--- config.mk ---
export PLATFORM = sky130hd
export DESIGN_NAME = bfa_front_flat
export DESIGN_NICKNAME = d
export VERILOG_FILES = /design/src/rtl/bfa_pkg.sv /design/src/rtl/bfa_if.sv /design/src/rtl/bfa_front.sv /design/src/flat_wrapper.sv
export SDC_FILE = /design/constraint.sdc
export NUM_CORES = 1
export LEC_CHECK = 0
export ABC_AREA = 1
export BUFFER_PORTS_ARGS = -buffer_cell sky130_fd_sc_hd__buf_2
export CORE_MARGIN = 2
export CORE_UTILIZATION = 45
export CTS_BUF_LIST = sky130_fd_sc_hd__clkbuf_4
export CTS_CLUSTER_SIZE = 25
export DETAILED_ROUTE_END_ITERATION = 6
export GPL_TIMING_DRIVEN = 0
export PLACE_DENSITY = 0.73
export SYNTH_ARGS = -nofsm -noshare
export SYNTH_HDL_FRONTEND = slang
export SYNTH_SLANG_ARGS = --single-unit
export TNS_END_PERCENT = 100
--- constraint.sdc ---
create_clock -name clk -period 19.8 [get_ports clk]
set_clock_uncertainty 0.1 [all_clocks]
set_input_delay 3.96 -clock clk [delete_from_list [all_inputs] [get_ports clk]]
set_output_delay 3.96 -clock clk [all_outputs]
set_load 0.01 [all_outputs]
--- src/rtl/bfa_pkg.sv ---
// Shared types, constants and arithmetic helpers for the flocking agent update.
package bfa_pkg;

  // Neighbour limit and derived widths
  localparam int MAX_NEIGHBOURS = 1024;
  localparam int CNT_W          = $clog2(MAX_NEIGHBOURS + 1);
  localparam int DIV_W          = 47;
  localparam int DIV_CNT_W      = $clog2(DIV_W + 1);
  localparam int SQ_W           = 64;
  localparam int SQ_STEPS       = SQ_W / 2;

  // Record kinds
  localparam logic OP_OWN = 1'b0;
  localparam logic OP_NBR = 1'b1;

  // Register reset values
  localparam logic [15:0] SEP_GAIN_RST = 16'd655;
  localparam logic [15:0] ALI_GAIN_RST = 16'd655;
  localparam logic [15:0] COH_GAIN_RST = 16'd66;
  localparam logic [11:0] VIEW_RST     = 12'd100;
  localparam logic [11:0] WIN_W_RST    = 12'd800;
  localparam logic [11:0] WIN_H_RST    = 12'd600;

  typedef enum logic [2:0] {
    CFG_SEP_GAIN = 3'd0,
    CFG_ALI_GAIN = 3'd1,
    CFG_COH_GAIN = 3'd2,
    CFG_VIEW     = 3'd3,
    CFG_WIN_W    = 3'd4,
    CFG_WIN_H    = 3'd5
  } cfg_idx_t;

  typedef struct packed {
    logic [15:0] sep_gain;
    logic [15:0] ali_gain;
    logic [15:0] coh_gain;
    logic [11:0] view;
    logic [11:0] win_w;
    logic [11:0] win_h;
  } cfg_t;

  typedef struct packed {
    logic        is_own;
    logic [31:0] pos_x;
    logic [31:0] pos_y;
    logic [15:0] dir_x;
    logic [15:0] dir_y;
    logic [15:0] speed;
    logic        last;
  } item_t;

  typedef struct packed {
    logic  valid;
    item_t item;
  } head_t;

  typedef enum logic [4:0] {
    S_IDLE, S_DECODE, S_RANGE, S_DIST, S_SQRT, S_DIVX, S_DIVY, S_SEP, S_ALI,
    S_COH, S_CDIVX, S_CDIVY, S_CLO, S_CHI, S_CADD, S_MAG, S_MSUM, S_MSQRT,
    S_NDIVX, S_NDIVY, S_STEP, S_WRAP
  } st_t;

  // Clamp to signed 32 bits
  function automatic logic signed [31:0] sat32(input logic signed [43:0] v);
    if (v > 44'sd2147483647) begin
      sat32 = 32'sh7FFFFFFF;
    end else if (v < -44'sd2147483648) begin
      sat32 = 32'sh80000000;
    end else begin
      sat32 = v[31:0];
    end
  endfunction

  // Clamp to signed 42 bits
  function automatic logic signed [41:0] sat42(input logic signed [43:0] v);
    if (v > 44'sd2199023255551) begin
      sat42 = {1'b0, {41{1'b1}}};
    end else if (v < -44'sd2199023255552) begin
      sat42 = {1'b1, {41{1'b0}}};
    end else begin
      sat42 = v[41:0];
    end
  endfunction

  // Divide a gain product by 2^16, truncating toward zero
  function automatic logic signed [43:0] q16_trunc(input logic signed [32:0] p);
    logic [32:0] m;
    m = p[32] ? 33'(-p) : 33'(p);
    q16_trunc = p[32] ? -$signed(44'(m[32:16])) : $signed(44'(m[32:16]));
  endfunction

  // Divide a speed product by 2^6, truncating toward zero
  function automatic logic signed [33:0] q6_trunc(input logic signed [31:0] p);
    logic [31:0] m;
    m = p[31] ? 32'(-p) : 32'(p);
    q6_trunc = p[31] ? -$signed(34'(m[31:6])) : $signed(34'(m[31:6]));
  endfunction

  // Wrap once at the window edge, then clamp
  function automatic logic signed [31:0] wrap_pos(input logic signed [33:0] p,
                                                  input logic [11:0] size);
    logic signed [35:0] w;
    logic signed [35:0] v;
    w = $signed({8'b0, size, 16'b0});
    v = 36'(p);
    if (v <= 0) begin
      v = v + w;
    end else if (v >= w) begin
      v = v - w;
    end
    wrap_pos = sat32(44'(v));
  endfunction

endpackage

--- src/rtl/bfa_if.sv ---
// Channel interfaces: agent records in, updated agents out, register writes.
interface bfa_item_if;
  logic               valid;
  logic               ready;
  logic               opcode;
  logic signed [31:0] pos_x;
  logic signed [31:0] pos_y;
  logic signed [15:0] dir_x;
  logic signed [15:0] dir_y;
  logic signed [15:0] speed;
  logic               last;
  modport source(output valid, opcode, pos_x, pos_y, dir_x, dir_y, speed, last,
                 input ready);
  modport sink(input valid, opcode, pos_x, pos_y, dir_x, dir_y, speed, last,
               output ready);
endinterface


--- src/rtl/bfa_front.sv ---
// Front end: accepts records, tags their kind and queues them for the engine.
module bfa_front (
  input  logic           clk,
  input  logic           rst,
  bfa_item_if.sink       items,
  output bfa_pkg::head_t head,
  input  logic           pop
);
  import bfa_pkg::*;

  item_t      mem [2];
  logic       wr_ptr;
  logic       rd_ptr;
  logic [1:0] count;
  logic       push;

  assign items.ready = (count != 2'd2);
  assign push        = items.valid && items.ready;
  assign head.valid  = (count != 2'd0);
  assign head.item   = mem[rd_ptr];

  // Store the classified word
  always_ff @(posedge clk) begin
    if (push) begin
      mem[wr_ptr] <= '{is_own: (items.opcode == OP_OWN),
                       pos_x: items.pos_x, pos_y: items.pos_y,
                       dir_x: items.dir_x, dir_y: items.dir_y,
                       speed: items.speed, last: items.last};
    end
  end

  // Advance pointers and occupancy
  always_ff @(posedge clk) begin
    if (rst) begin
      wr_ptr <= 1'b0;
      rd_ptr <= 1'b0;
      count  <= 2'd0;
    end else begin
      if (push) begin
        wr_ptr <= ~wr_ptr;
      end
      if (pop) begin
        rd_ptr <= ~rd_ptr;
      end
      if (push && !pop) begin
        count <= count + 2'd1;
      end else if (pop && !push) begin
        count <= count - 2'd1;
      end
    end
  end

endmodule

--- src/flat_wrapper.sv ---
// flat-port wrapper written by rule: the top's interface ports become plain ports
module bfa_front_flat import bfa_pkg::*;
  (clk, rst, head, pop, items_valid, items_opcode, items_pos_x, items_pos_y, items_dir_x, items_dir_y, items_speed, items_last, items_ready);
  bfa_item_if items_i ();
  input  logic clk;
  input  logic rst;
  output bfa_pkg::head_t head;
  input  logic pop;
  input wire logic [$bits(items_i.valid)-1:0] items_valid;
  input wire logic [$bits(items_i.opcode)-1:0] items_opcode;
  input wire logic [$bits(items_i.pos_x)-1:0] items_pos_x;
  input wire logic [$bits(items_i.pos_y)-1:0] items_pos_y;
  input wire logic [$bits(items_i.dir_x)-1:0] items_dir_x;
  input wire logic [$bits(items_i.dir_y)-1:0] items_dir_y;
  input wire logic [$bits(items_i.speed)-1:0] items_speed;
  input wire logic [$bits(items_i.last)-1:0] items_last;
  output wire logic [$bits(items_i.ready)-1:0] items_ready;
  assign items_i.valid = items_valid;
  assign items_i.opcode = items_opcode;
  assign items_i.pos_x = items_pos_x;
  assign items_i.pos_y = items_pos_y;
  assign items_i.dir_x = items_dir_x;
  assign items_i.dir_y = items_dir_y;
  assign items_i.speed = items_speed;
  assign items_i.last = items_last;
  assign items_ready = items_i.ready;
  bfa_front u_core (.clk(clk), .rst(rst), .items(items_i), .head(head), .pop(pop));
endmodule
==> results.cfg, run 1 <==
[outcome]
run_status = complete, no violations

[global_routing]
grt_antenna_before_repair = 1
global_route_wire_length_before_repair_um = 24600
grt-ovfl-total = 0
grt_max_degree = 34
grt_util_all_layers_pct = 15.5
grt_pass1_vias = 5047

[setup_path]
endpoint_kind_of_the_worst_setup_timing_path = output port
cp_cell_sequence = buf_6, buf_8, buf_6, mux2_4, buf_2
crit_path_top_delay_cell = dfxtp_1
crit_path_max_fanout = 10
timing.setup.critical_path_class = reg -> out
critPathMaxStageDelay_ns = 0.32
crit_path_start_kind = flip-flop
critPathRequiredTime_ns = 15.74
critical-path-top-cell-by-count = buf_6
arrival_ns = 1.94

[routing]
detail_route.wl_per_cell_um = 16.7
route.vias.total = 4652
drc = 0
drt_iter0_markers = 216
route.detailed.vias_per_inst = 4.72
postRouteWirelength_um = 16500
firstDrtPassIters = 4
route.antenna.remaining_nets = 0

[power]
p_comb_share_pct = 14.1
seqPwrFrac_pct = 52.9
power.clock.fraction_pct = 33.0
power.density_cell_area_nw_per_um2 = 102
swShare_pct = 23.3
power_switching_mw = 0.263
power.internal_mw = 0.866
power.static_leakage_nw = 4.37
ir_drop_mv = 0.0600

[placement]
detailedPlacementHpwl_um = 11200
place_worst_setup_slack_ns = 13.92
port_buffers = 233
gp_congestion = 0.764
placed_area_um2 = 10300

[final_layout]
drive_above_1_share_pct = 62.8
sequential_cell_area_um2 = 6950
final_net_count = 809
fillerInstances = 1448
multi_input_gate_area_in_the_final_layout_um2 = 1620
post-route-util_pct = 58.6
syn_to_final_growth_pct = 26.6
final_design_area_no_fill_um2 = 11000

[synthesis]
xor_xnor_portion_of_the_synthesized_cell_area_pct = 0.101
synth_edf_count = 228
sequential_area_share_after_synthesis_pct = 79.7
share_of_the_synthesized_area_in_compound_gates_ao_oa_aoi_oai_pct = 0.172
synth_nets = 510
synth_most_common_cell = edfxtp_1
netlist_top_cells_count = edfxtp_1 (228), mux2_4 (60), mux2_2 (54)
synth-adder-area-share_pct = 0.144
postSynthCellCount = 391
yosysWarningCount = 0
synthMuxAreaShare_pct = 17.3
synth-main-ff-cell = edfxtp_1
postSynth.asyncResetShare_pct = 0
synth_top_cell_area_share_pct = 78.6
synthDominantAreaCellType = edfxtp_1
yosys.area_share.simple_pct = 0.732
synth.avg_cell_area_um2 = 22.3
synth.area.top_cells = edfxtp_1 (79%), mux2_4 (10%), mux2_2 (7.0%)
synth_cell_type_count = 16
ys_seq_elements = 233
dominant_combinational_cell_family_by_area_after_synthesis = multiplexers
synthesis.area_um2 = 8710

[sta]
totalNegativeSetupSlack_ns = 0
max_slew.worst_pin.slew_ns = 0.757
setup_viol = 0
slew-limit-headroom_pct = 49.4
timing_hold_violations_final = 0
max_clock_freq_mhz = 167
rsz_0062_raised_after_global_routing = no
timing.final.crit_period_ns = 6.00
report.final.slew_viol_count = 0
timing.final.crit_share_pct = 30.3
fin_ws_ns = 13.80

[floorplanning]
floorplan.die.width_um = 143
start_util_pct = 46.3
die_height_um = 143
row_count = 50
ios = 234
core_ar_um2 = 18800
floorplan.die_area_um2 = 20500

[cts]
cts.path.max_buffers = 3
post-cts-setup-buffers = 0
cts_tree = yes
clock_tree.htree_level_count = 2
clockRootBuffer = clkbuf_4
cts_hold_buffers = 0
clock_insertion_delay_worst_skew_ns = 0.64
tritoncts_num_sinks = 233
clkSlewWorstSetupHoldPaths_ns = 0.06
cts_inserted_buffers = 58
cts_resized = 0

[hold_path]
worstHoldPathType = reg -> reg

[run]
max_cap_viol_count = 0
power by group through the flow:
stage	combinational (mW)	clock [mW]	sequential, mW
floorplan	0.0940	0	0.612
global placement	0.150	0	0.617
detailed placement	0.162	0	0.608
CTS	0.162	0.388	0.598
global route	0.173	0.411	0.600
finish	0.159	0.373	0.598
layout make-up:
| cell class | instances | area share [%] |
|---|---|---|
| diodes | 1 | 0.0227 |
| clock inverters | 12 | 0.669 |
| plain buffers | 13 | 1.08 |
| well taps | 260 | 2.95 |
| clock buffers | 82 | 5.58 |
| repair buffers | 239 | 11.7 |
| multi-input cells | 135 | 14.7 |
| inverters | 10 | 0.340 |
| flip-flops and latches | 233 | 63.0 |
logic make-up (layout without fill, tap and decap cells):
family,after synthesis,in the layout
AOI/OAI and AO/OA,3,3
xor gates and xnor gates,1,1
adders and majority gates,1,1
buffers and inverters,23,356
DFF,233,233
muxes,114,114
other,0,1
and+or+nand+nor,16,16
registers in the layout, indices dropped and copies added (netlist names), named ones only:
register / count
u_core.mem: 228
u_core.count: 2
u_core.wr_ptr: 1
u_core.rd_ptr: 1
cells in the final DEF (no fill, tap or decap), types with 2 or more instances in the layout:
cell / n
buf_2: 238
edfxtp_1: 228
clkbuf_4: 82
mux2_4: 60
mux2_2: 54
inv_1: 10
buf_6: 7
nand2_1: 7
clkinv_1: 7
buf_12: 6
nor2_1: 5
dfxtp_1: 5
nor2_4: 2
o21ai_0: 2
inv_2: 2
clkinv_2: 2
worst max-delay path, delay by kind of cell, from the launching register on:
kind | cells | cell delay, ns
DFF | 1 | 0.32
buffers and inverters | 4 | 0.65
muxes | 1 | 0.32
final timing paths:
check	from	to	slack (ns)	cells past startpoint
worst max-delay path	flip-flop	head[73]	13.80	5
worst min-delay path	u_core.rd_ptr	u_core.rd_ptr	0.45	2
worst max register to register	u_core.count[0]	u_core.mem[1][61]	17.51	6
worst min register to register	u_core.rd_ptr	u_core.rd_ptr	0.45	2
per-layer routing:
metal / vias to the layer above / track usage (%) / part of all wire (%)
met5: - / 0 / 0
met4: 0 / 6.57 / 1.9
met3: 29 / 6.30 / 9.8
met2: 209 / 26.6 / 50
met1: 2254 / 17.2 / 38
li1: 2160 / - / -
stage by stage:
step / cells / hold WS (ns) / total power [mW]
2_1_floorplan: 391 / 0.375 / 0.706
3_3_place_gp: 884 / 0.386 / 0.768
3_5_place_dp: 890 / 0.437 / 0.770
4_1_cts: 984 / 0.452 / 1.15
5_1_grt: 985 / 0.474 / 1.18
6_report: 985 / 0.447 / 1.13
(Power assumes the default switching activity.)
==> run 2, diff against run 1 <==
--- a/config.mk
+++ b/config.mk
@@ -13,7 +13,7 @@
 export CTS_CLUSTER_SIZE = 25
 export DETAILED_ROUTE_END_ITERATION = 6
 export GPL_TIMING_DRIVEN = 0
-export PLACE_DENSITY = 0.73
+export PLACE_DENSITY = 0.76
 export SYNTH_ARGS = -nofsm -noshare
 export SYNTH_HDL_FRONTEND = slang
 export SYNTH_SLANG_ARGS = --single-unit
==> constraint.sdc (replaced) <==
create_clock -name clk -period 5.1 [get_ports clk]
set_clock_uncertainty 0.1 [all_clocks]
set_input_delay 1.02 -clock clk [delete_from_list [all_inputs] [get_ports clk]]
set_output_delay 1.02 -clock clk [all_outputs]
set_load 0.01 [all_outputs]
==> run 2 against run 1 <==
Sequential share of layout area down 0.14 points. Global-route usage about the same. Via count up 0.54%. Flip-flop and latch count unchanged. Sequential power rose to 3.9 times the previous value. Routed wire length down 0.75%. Worst hold slack worse by 0.016 ns. Combinational power rose to 4.0 times the previous value. Clock-buffer cell count down 3. Critical path depth unchanged. Die area unchanged. Largest cell class unchanged. Highest routed layer is now met5.
==> results.cfg, run 2 (same netlist as run 1, synthesis figures left out) <==
[outcome]
run_status = complete, no violations

[placement]
placed_area_um2 = 10400
place_worst_setup_slack_ns = 2.51
port_buffers = 233
detailedPlacementHpwl_um = 11400
place.detailed.instances = 892
gp_congestion = 0.752

[setup_path]
timing.setup.critical_path_class = reg -> out
reg2reg_setup_slack_ns = 3.06
arrival_ns = 1.94
crit_path_top_delay_cell = dfxtp_1
crit_path_max_fanout = 10
cp_top_family = buffers and inverters
critPathRequiredTime_ns = 3.98
endpoint_kind_of_the_worst_setup_timing_path = output port
endpoint = head[70]
critPathMaxStageDelay_ns = 0.32
reg2reg_from = u_core.count[0]
crit_path_start_kind = flip-flop
r2r_cells = 6
regToRegEndpoint = u_core.mem[0][54]
critical-path-top-cell-by-count = buf_6
cp_cell_sequence = buf_6, buf_8, buf_6, mux2_4, buf_2
crit_buf_inv = 4
crit_cells = 5

[cts]
cts_resized = 0
clock_insertion_delay_worst_skew_ns = 0.66
clock_tree.htree_level_count = 2
cts_tree = yes
cts_hold_buffers = 0
cts.path.max_buffers = 3
clkSlewWorstSetupHoldPaths_ns = 0.06
post-cts-setup-buffers = 0
cts_inserted_buffers = 58
tritoncts_num_sinks = 233
clockRootBuffer = clkbuf_4

[routing]
route.vias.total = 4677
route.antenna.remaining_nets = 0
firstDrtPassIters = 4
detail_route.wl_per_cell_um = 16.6
postRouteWirelength_um = 16400
drc = 0
drt_iter0_markers = 80
route.detailed.vias_per_inst = 4.73

[power]
ir_drop_mv = 0.249
power.static_leakage_nw = 4.37
power.density_cell_area_nw_per_um2 = 390

[final_layout]
final_net_count = 811
regMostFlops = u_core.mem
final_design_area_no_fill_um2 = 11100
final_common_cell = buf_2
reg_top3 = u_core.mem: 228 flops, u_core.count: 2 flops
largest_register_ff_count = 228
highest_count_cells_in_the_layout_ignoring_fill_and_taps = buf_2 (238), edfxtp_1 (228), clkbuf_4 (79)
drive_above_1_share_pct = 62.1
syn_to_final_growth_pct = 26.9
final_cell_count_no_fill = 988

[sta]
report.final.slew_viol_count = 0
max_clock_freq_mhz = 327
timing.final.crit_share_pct = 59.9
timing.final.crit_period_ns = 3.06
timing_hold_violations_final = 0
max_slew.worst_pin.slew_ns = 0.468
rsz_0062_raised_after_global_routing = no
setup_viol = 0
totalNegativeSetupSlack_ns = 0
fin_ws_ns = 2.04
slew-limit-headroom_pct = 68.8

[floorplanning]
die_height_um = 143
floorplan.die.width_um = 143
start_util_pct = 46.3
ios = 234
core_ar_um2 = 18800
row_count = 50
floorplan.die_area_um2 = 20500

[run]
max_cap_viol_count = 0

[global_routing]
global_route_wire_length_before_repair_um = 24600
grt_util_all_layers_pct = 15.6
grt-ovfl-total = 0
grt_antenna_before_repair = 4
grt_pass1_vias = 5110
grt_max_degree = 34

[hold_path]
min_from = u_core.rd_ptr
worstHoldPathType = reg -> reg
[run 2: changes by cell type in the layout (fill, tap and decap cells not counted), sizes merged]
cell    change
buf         +2
diode       +2
inv         -1
clkinv      +4
clkbuf      -3
bufinv      -1
[run 2: area by class of cell]
type | instances | area (um^2)
flip-flops and latches | 233 | 6950
well taps | 260 | 325
clock inverters | 14 | 52.6
clock buffers | 79 | 593
diodes | 3 | 7.51
multi-input cells | 135 | 1620
fillers | 1430 | 7780
repair buffers | 241 | 1350
plain buffers | 13 | 119
inverters | 10 | 37.5
[run 2: worst min path at each step]
stage,to,slack [ns],depth (start not counted)
2_1_floorplan,u_core.wr_ptr,0.38,2
3_3_place_gp,u_core.wr_ptr,0.39,2
4_1_cts,u_core.mem[1][43],0.37,1
3_5_place_dp,flip-flop,0.41,2
6_report,flip-flop,0.43,2
5_1_grt,u_core.mem[1][12],0.37,1
[run 2: power breakdown]
part	internal, mW	switching (mW)
combinational	0.313	0.320
clock	0.704	0.656
sequential	2.28	0.0361
[run 2: worst min-delay path, cell delays in order, from the launching register on]
cell and delay, ns:
dfxtp_1 0.33, xnor2_1 0.09, nor2_1 0.08
[run 2: per-layer routing]
metal  GRT usage [%]  share of wire [%]
met1            16.8                 38
met2            26.2                 49
met3            6.20                9.3
met4            8.49                3.6
met5               0              0.079
[run 2: per-stage QoR]
stage	total power, mW	util (%)	hold slack, ns
2_1_floorplan	2.74	-	0.375
6_report	4.31	58.7	0.431
4_1_cts	4.38	58.7	0.373
3_3_place_gp	2.98	54.2	0.385
5_1_grt	4.52	58.7	0.374
3_5_place_dp	3.00	55.2	0.407
==> run 3, diff against run 2 <==
==> constraint.sdc (replaced) <==
create_clock -name clk -period 2.51 [get_ports clk]
set_clock_uncertainty 0.1 [all_clocks]
set_input_delay 0.502 -clock clk [delete_from_list [all_inputs] [get_ports clk]]
set_output_delay 0.502 -clock clk [all_outputs]
set_load 0.01 [all_outputs]
==> run 3 against run 2 <==
Flip-flop and latch count stayed put. Cell count is 13% higher. Worst hold slack worse by 0.27 ns. Critical endpoint is now head[55].
==> results.cfg, run 3 (same netlist as run 1, synthesis figures left out) <==
[outcome]
run_status = complete, no violations

[sta]
max_slew.worst_pin.slew_ns = 0.832
fin_ws_ns = 0.0175
slew-limit-headroom_pct = 44.4
timing_hold_violations_final = 0
setup_viol = 0
timing.final.crit_share_pct = 99.3
timing.final.crit_period_ns = 2.49
rsz_0062_raised_after_global_routing = yes
max_clock_freq_mhz = 401
holdWs_ns = 0.158
report.final.slew_viol_count = 0

[floorplanning]
start_util_pct = 46.3
core_ar_um2 = 18800
floorplan.die_area_um2 = 20500
floorplan.die.width_um = 143
die_height_um = 143
row_count = 50
ios = 234

[routing]
highest-signal-layer = met4
route.detailed.vias_per_inst = 4.70
wl_met2_um = 10700
detail_route.wl_per_cell_um = 17.7
route.antenna.remaining_nets = 0
drt_iter0_markers = 170
route.vias.total = 5223
drc = 0
firstDrtPassIters = 4
wl_met1_um = 6920
wl_met3_um = 1600
postRouteWirelength_um = 19700

[hold_path]
worstHoldPathType = in -> reg

[setup_path]
crit_buf_inv = 4
critical-path-top-cell-by-count = clkbuf_16
critPathMaxStageDelay_ns = 0.33
cp_top_family = buffers and inverters
endpoint_kind_of_the_worst_setup_timing_path = output port
crit_path_max_fanout = 7
crit_path_top_delay_cell = dfxtp_2
crit_path_start_kind = flip-flop
cp_cell_sequence = buf_8, clkbuf_16, clkbuf_16, mux2_4, buf_6
arrival_ns = 1.89
critPathRequiredTime_ns = 1.91
timing.setup.critical_path_class = reg -> out

[placement]
detailedPlacementHpwl_um = 11500
gp_congestion = 0.697
place_worst_setup_slack_ns = 0.131
port_buffers = 233

[final_layout]
antennaDiodeCount = 0
regMostFlops = u_core.mem
highest_count_cells_in_the_layout_ignoring_fill_and_taps = edfxtp_1 (228), buf_2 (177), dlygate4sd3_1 (117)
syn_to_final_growth_pct = 46.8
fillerInstances = 1225
reg_top3 = u_core.mem: 228 flops, u_core.count: 2 flops
largest_register_ff_count = 228
final_net_count = 933
drive_above_1_share_pct = 55.5
final_common_cell = edfxtp_1

[cts]
cts.path.max_buffers = 3
cts_tree = yes
clockRootBuffer = clkbuf_4
tritoncts_num_sinks = 233
clock_insertion_delay_worst_skew_ns = 0.63
cts_inserted_buffers = 59
clkSlewWorstSetupHoldPaths_ns = 0.06
clock_tree.htree_level_count = 2

[global_routing]
grt_pass1_vias = 5730
global_route_wire_length_before_repair_um = 27800
grt_max_degree = 36
grt-ovfl-total = 0
grt_util_all_layers_pct = 17.6
grt_antenna_before_repair = 0

[power]
power.static_leakage_nw = 5.09
ir_drop_mv = 0.506
power.density_cell_area_nw_per_um2 = 732

[run]
max_cap_viol_count = 0
==> run 3: cell types whose count changed in the layout (fill, tap and decap cells not counted), moves of 4 or more <==
cell | before | now
buf_2 | 238 | 177
clkinv_2 | 0 | 4
clkinv_1 | 13 | 5
buf_6 | 7 | 57
clkbuf_4 | 79 | 92
buf_12 | 5 | 13
dlygate4sd3_1 | 0 | 117
clkbuf_16 | 0 | 4
==> run 3: worst min-delay path, stage by stage <==
cell,delay (ns)
buf_2,0.13
nand2_8,0.08
o21ai_0,0.07
nor2_1,0.08
==> run 3: final timing paths <==
path         slack (ns)             from                 to  depth (start not counted)
max                0.02        flip-flop           head[55]                          5
min                0.16      items_valid      u_core.wr_ptr                          4
max reg2reg        0.33  u_core.count[0]  u_core.mem[1][99]                          6
min reg2reg        0.42    u_core.rd_ptr      u_core.rd_ptr                          2
==> run 3: what timing repair did <==
item                                    4_1_cts  5_1_grt
resized for setup                            19       76
setup buffers                                 2        0
endpoints found under the hold margin       230        0
pin swaps                                     0        0
hold buffers                                117        0
gates cloned                                  0        4
endpoints found under the setup margin      110      114
==> run 3: cell type report <==
type / instances / area [um^2] / share of cell area [%]
plain buffers: 13 / 193 / 1.51
clock buffers: 87 / 653 / 5.11
clock inverters: 12 / 50.0 / 0.391
inverters: 10 / 37.5 / 0.293
multi-input cells: 135 / 1660 / 12.9
flip-flops and latches: 233 / 6950 / 54.3
well taps: 260 / 325 / 2.54
repair buffers: 362 / 2930 / 22.9
==> run 3: power breakdown <==
part / total [mW] / switching (mW) / internal, mW
combinational: 1.68 / 0.750 / 0.930
clock: 2.96 / 1.39 / 1.57
sequential: 4.72 / 0.0834 / 4.64
==> run 3: through the flow <==
step | std cells | TNS [ns] | cell area [um^2] | util (%) | power (mW)
6_report | 1112 | 0 | 12800 | 67.9 | 9.37
5_1_grt | 1112 | -6.94 | 12800 | 67.9 | 9.81
4_1_cts | 1108 | -4.45 | 12300 | 65.6 | 9.26
3_5_place_dp | 890 | 0 | 10400 | 55.0 | 6.09
3_3_place_gp | 884 | -266.14 | 10200 | 54.4 | 6.00
2_1_floorplan | 391 | -54.83 | 8750 | - | 5.54
==> run 3: layer usage <==
layer	vias up	global-route usage (%)
met2	247	32.5
met5	-	0
li1	2409	-
met4	0	7.40
met1	2527	18.1
met3	40	6.17
